===== src/rtl/wzh_pkg.sv =====
// Shared types and constants for the window z-order hit-test block.
package wzh_pkg;

    localparam int SLOTS_DEF = 8;
    localparam int SLOT_W    = 3;
    localparam int COORD_W   = 12;
    localparam int OWNER_W   = 8;
    localparam int CMD_W     = 2;
    localparam int STATUS_W  = 2;

    typedef enum logic [CMD_W-1:0] {
        CMD_CREATE  = 2'd0,
        CMD_DESTROY = 2'd1,
        CMD_RAISE   = 2'd2,
        CMD_HIT     = 2'd3
    } t_cmd;

    typedef enum logic [STATUS_W-1:0] {
        ST_OK    = 2'd0,
        ST_FULL  = 2'd1,
        ST_EMPTY = 2'd2,
        ST_MISS  = 2'd3
    } t_status;

    typedef enum logic [2:0] {
        S_IDLE,
        S_EXEC,
        S_RAISE,
        S_HIT,
        S_DONE
    } t_state;

    typedef enum logic [1:0] {
        OP_HOLD,
        OP_PUSH,
        OP_PULL
    } t_cell_op;

    // Window rectangle as held in a cell; right/bottom are inclusive edges, no wrap.
    typedef struct packed {
        logic [COORD_W-1:0] left;
        logic [COORD_W-1:0] top;
        logic [COORD_W:0]   right;
        logic [COORD_W:0]   bottom;
        logic [OWNER_W-1:0] owner;
    } t_rect;

    // Broadcast from the sequencer to every cell.
    typedef struct packed {
        t_cell_op           op;
        logic [COORD_W-1:0] px;
        logic [COORD_W-1:0] py;
    } t_cell_ctrl;

endpackage


===== src/rtl/wzh_cell.sv =====
// One stacking-order cell: holds one entry, shifts to and from its neighbours.
module wzh_cell #(
    parameter int SLOT_IW = 3
) (
    input  logic                  i_clk,
    input  logic                  i_rst_n,
    input  wzh_pkg::t_cell_ctrl   i_ctrl,
    input  logic [SLOT_IW-1:0]    i_pull_slot,
    // entry from the cell above (or the new entry at the top)
    input  logic                  i_up_valid,
    input  logic [SLOT_IW-1:0]    i_up_slot,
    input  wzh_pkg::t_rect        i_up_rect,
    // entry from the cell below
    input  logic                  i_dn_valid,
    input  logic [SLOT_IW-1:0]    i_dn_slot,
    input  wzh_pkg::t_rect        i_dn_rect,
    // ripple chains, top to bottom
    input  logic                  i_pulled,
    output logic                  o_pulled,
    input  logic                  i_hit_above,
    output logic                  o_hit_above,
    // own entry
    output logic                  o_valid,
    output logic [SLOT_IW-1:0]    o_slot,
    output wzh_pkg::t_rect        o_rect,
    // topmost hit and removed entry, zero when not this cell
    output logic                  o_sel,
    output logic [SLOT_IW-1:0]    o_sel_slot,
    output logic [wzh_pkg::OWNER_W-1:0] o_sel_owner,
    output wzh_pkg::t_rect        o_cap_rect
);

    logic               r_valid, n_valid;
    logic [SLOT_IW-1:0] r_slot, n_slot;
    wzh_pkg::t_rect     r_rect, n_rect;
    logic               r_hit, n_hit;
    logic               match;

    assign match       = r_valid && (r_slot == i_pull_slot);
    assign o_pulled    = i_pulled | match;
    assign o_hit_above = i_hit_above | r_hit;
    assign o_sel       = r_hit && !i_hit_above;
    assign o_sel_slot  = o_sel ? r_slot : '0;
    assign o_sel_owner = o_sel ? r_rect.owner : '0;
    assign o_cap_rect  = match ? r_rect : '0;
    assign o_valid     = r_valid;
    assign o_slot      = r_slot;
    assign o_rect      = r_rect;

    always_comb begin
        n_valid = r_valid;
        n_slot  = r_slot;
        n_rect  = r_rect;
        case (i_ctrl.op)
            wzh_pkg::OP_PUSH: begin
                n_valid = i_up_valid;
                n_slot  = i_up_slot;
                n_rect  = i_up_rect;
            end
            wzh_pkg::OP_PULL: begin
                if (o_pulled) begin
                    n_valid = i_dn_valid;
                    n_slot  = i_dn_slot;
                    n_rect  = i_dn_rect;
                end
            end
            default: begin
            end
        endcase
        n_hit = r_valid
             && (i_ctrl.px >= r_rect.left) && ({1'b0, i_ctrl.px} <= r_rect.right)
             && (i_ctrl.py >= r_rect.top)  && ({1'b0, i_ctrl.py} <= r_rect.bottom);
    end

    always_ff @(posedge i_clk) begin
        if (!i_rst_n) begin
            r_valid <= 1'b0;
            r_hit   <= 1'b0;
        end else begin
            r_valid <= n_valid;
            r_hit   <= n_hit;
        end
        r_slot <= n_slot;
        r_rect <= n_rect;
    end

endmodule


===== config.mk =====
export PLATFORM = sky130hd
export DESIGN_NAME = wzh_cell
export DESIGN_NICKNAME = d
export VERILOG_FILES = /design/src/rtl/wzh_pkg.sv /design/src/rtl/wzh_cell.sv
export SDC_FILE = /design/constraint.sdc
export NUM_CORES = 1
export LEC_CHECK = 0
export BUFFER_PORTS_ARGS = -buffer_cell sky130_fd_sc_hd__buf_2
export CAP_MARGIN = 10
export CORE_AREA = 3 3 111 113
export DETAILED_ROUTE_END_ITERATION = 7
export DIE_AREA = 0 0 114 116
export PLACE_DENSITY = 0.73
export SLEW_MARGIN = 25
export SYNTH_ARGS = -nofsm -noshare
export SYNTH_HDL_FRONTEND = slang
export SYNTH_SLANG_ARGS = --single-unit

===== constraint.sdc =====
create_clock -name i_clk -period 5.7 [get_ports i_clk]
set_clock_uncertainty 0.15 [all_clocks]
set_input_delay 1.14 -clock i_clk [delete_from_list [all_inputs] [get_ports i_clk]]
set_output_delay 1.14 -clock i_clk [all_outputs]
set_load 0.02 [all_outputs]

==> flow_metrics.py <==
metrics = {
    "outcome": {
        "outcome": "finished, final reports clean",
    },
    "sta": {
        "setup_violations": 0,
        "slew_headroom_pct": 41.9,
        "fin_crit_ps": 4230,
        "worst_pin_slew_ps": 872,
        "fmax_mhz": 237,
        "whs_ps": 436,
        "timing.final.max_slew_violations": 0,
        "rsz0062_at_grt": "false",
        "hold_violations": 0,
        "post-route-period-util_pct": 74.1,
        "fin_tns_setup_ps": 0,
    },
    "placed_design": {
        "dpl.hpwl_mm": 10.4,
        "gp_congestion": 0.844,
        "portBuffers": 290,
        "place_inst": 808,
    },
    "flow_run": {
        "cap_violations": 0,
    },
    "final_layout": {
        "final_layout_size_suffix_gt1_share_pct": 46.1,
        "multi_input_area_um2": 2260,
        "fillerInstances": 1034,
        "instances_no_fill": 824,
        "final_nets": 881,
        "num_antenna_cells": 0,
        "syn2layout_area_growth_pct": 43.7,
        "fin_util_pct": 54.7,
        "ff_latch_area_um2": 1870,
    },
    "floorplan": {
        "initial_core_util_pct": 38.1,
        "die_h_um": 116,
        "fp-row-count": 39,
        "die_x_um": 114,
        "die_area_um2": 13200,
        "core_area_um2": 11400,
        "ios": 291,
    },
    "power_and_ir_drop": {
        "p_leak_nw": 3.29,
        "p_switching_uw": 380,
        "clock_power_share_pct": 37.9,
        "power.total_mw": 1.40,
        "power_frac_comb_pct": 20.9,
        "p_seq_share_pct": 41.2,
        "switching_share_pct": 27.2,
        "peakVddDrop_mv": 0.103,
        "p_per_area_nw_per_um2": 224,
        "intPower_mw": 1.02,
    },
    "clock_network": {
        "cts_buffer_depth": 2,
        "post-cts-setup-buffer-count": 0,
        "numCtsBuffers": 9,
        "path_clk_slew_ps": 50,
        "post_cts_resized": 0,
        "cts_tree": "done",
        "htreeDepth": 3,
        "hold_buffers": 0,
        "clkLatencyLatePin_ps": 320,
        "clock_sinks": 63,
        "cts-root-buf": "clkbuf_16",
    },
    "yosys": {
        "synthTopCellsByArea": "edfxtp_1 (42%), mux2_1 (16%), ha_1 (14%), and2_1 (9.9%), inv_1 (4.1%)",
        "ys_warn_count": 0,
        "synth_edf_count": 61,
        "avgSynthCellArea_um2": 11.3,
        "synth_top_area_share_pct": 42.1,
        "synth_seq_area_share_pct": 43.1,
        "async_reset_ff_share_pct": 0,
        "yosysMostFrequentCell": "and2_1",
        "syn-num-nets": 591,
        "syn_inst": 386,
        "synth_commonest_cells": "and2_1 (69), edfxtp_1 (61), mux2_1 (61)",
        "ys_types": 41,
        "synth_flop_cell": "edfxtp_1",
        "synthesis.area_um2": 4350,
        "synth_top_cell_by_area": "edfxtp_1",
        "ys_ff_latch": 63,
    },
    "global_route": {
        "grt_usage_pct": 18.1,
        "grt_pass1_vias": 3990,
        "antenna_found_initial": 0,
        "grt_max_degree": 64,
        "grt_pass1_wl_mm": 18.8,
        "gr-total-overflow": 0,
    },
    "critical_path": {
        "worstSetupPathType": "in2out",
        "crit_arrival_ps": 2940,
        "crit_fanout": 32,
        "worstSetupStartpointType": "input port",
        "end_kind": "primary output",
        "crit_required_ps": 4410,
    },
    "drt": {
        "drc": 0,
        "first_pass_iters": 4,
        "vias_per_cell": 4.76,
        "detail-route-antenna-nets": 0,
        "routed_wl_mm": 12.6,
        "wl_per_cell_um": 15.2,
        "drt_iter0_markers": 95,
        "vias": 3923,
    },
    "worst_hold_path": {
        "hold_class": "reg2reg",
    },
}
## per-stage QoR
step / cell area, µm² / setup slack (ps)
after floorplan: 4350 / 1110
after global placement: 5960 / 1600
after detailed placement: 5960 / 1450
after CTS: 6250 / 1450
after global routing: 6250 / 1300
final: 6250 / 1470
## kinds of logic (layout without fill, tap and decap cells)
family | Yosys count | in the layout | share of synthesized area (%)
buf+inv | 61 | 356 | 5.44
compound gates | 39 | 39 | 5.90
xor+xnor | 3 | 3 | 0.604
flops | 63 | 63 | 43.1
fa+ha+maj | 48 | 48 | 13.8
simple gates | 110 | 110 | 15.2
mux | 62 | 62 | 16.0
## placed cells by master (no fill, tap or decap), types with 5 or more instances in the layout
cell type | Yosys | routed
mux2_1 | 61 | 61
and2_1 | 69 | 69
clkbuf_16 | 0 | 9
nor2_1 | 10 | 10
a21oi_1 | 13 | 13
nand2_1 | 7 | 7
edfxtp_1 | 61 | 61
inv_1 | 47 | 47
a21o_1 | 5 | 5
buf_2 | 6 | 290
ha_1 | 48 | 48
## power by group through the flow
stage	logic, mW	clock network, mW	registers, mW
after floorplan	0.131	0	0.618
after global placement	0.285	0	0.584
after detailed placement	0.295	0	0.586
after CTS	0.296	0.545	0.577
after global routing	0.324	0.561	0.581
final	0.292	0.529	0.576
## worst paths after layout
| check | from | endpoint | slack [ps] | depth (start not counted) |
|---|---|---|---|---|
| worst max-delay path | i_pull_slot[0] | o_cap_rect[38] | 1470 | 6 |
| worst min-delay path | o_valid | r_hit | 440 | 2 |
| worst max register to register | o_slot[0] | o_valid | 2430 | 8 |
| worst min register to register | o_valid | r_hit | 440 | 2 |
## layout make-up
class | count | share of cell area, %
clock buffer | 9 | 3.60
timing repair buffer | 293 | 23.6
tap | 143 | 2.86
multi-input combinational | 262 | 36.1
sequential | 63 | 30.0
clock inverter | 7 | 1.02
inverter | 47 | 2.82
## sequential cells by signal, summed over array words and instances, names as in the netlist
register and cells:
o_rect 58, o_slot 3, o_valid 1, r_hit 1
## worst max-delay path, cell delays in order
cell and delay, ps:
buf_2 100, xnor2_1 150, and4_1 780, buf_4 400, and2_1 170, buf_2 170
## metal layers
layer	vias to the layer above	global-route usage, %	routed length (µm)
met5	-	0	0
met4	0	5.23	117
met3	9	3.03	774
met2	148	35.1	6860
met1	1825	20.2	4800
li1	1941	-	-
Note: power is estimated with default switching activity, not from simulation.
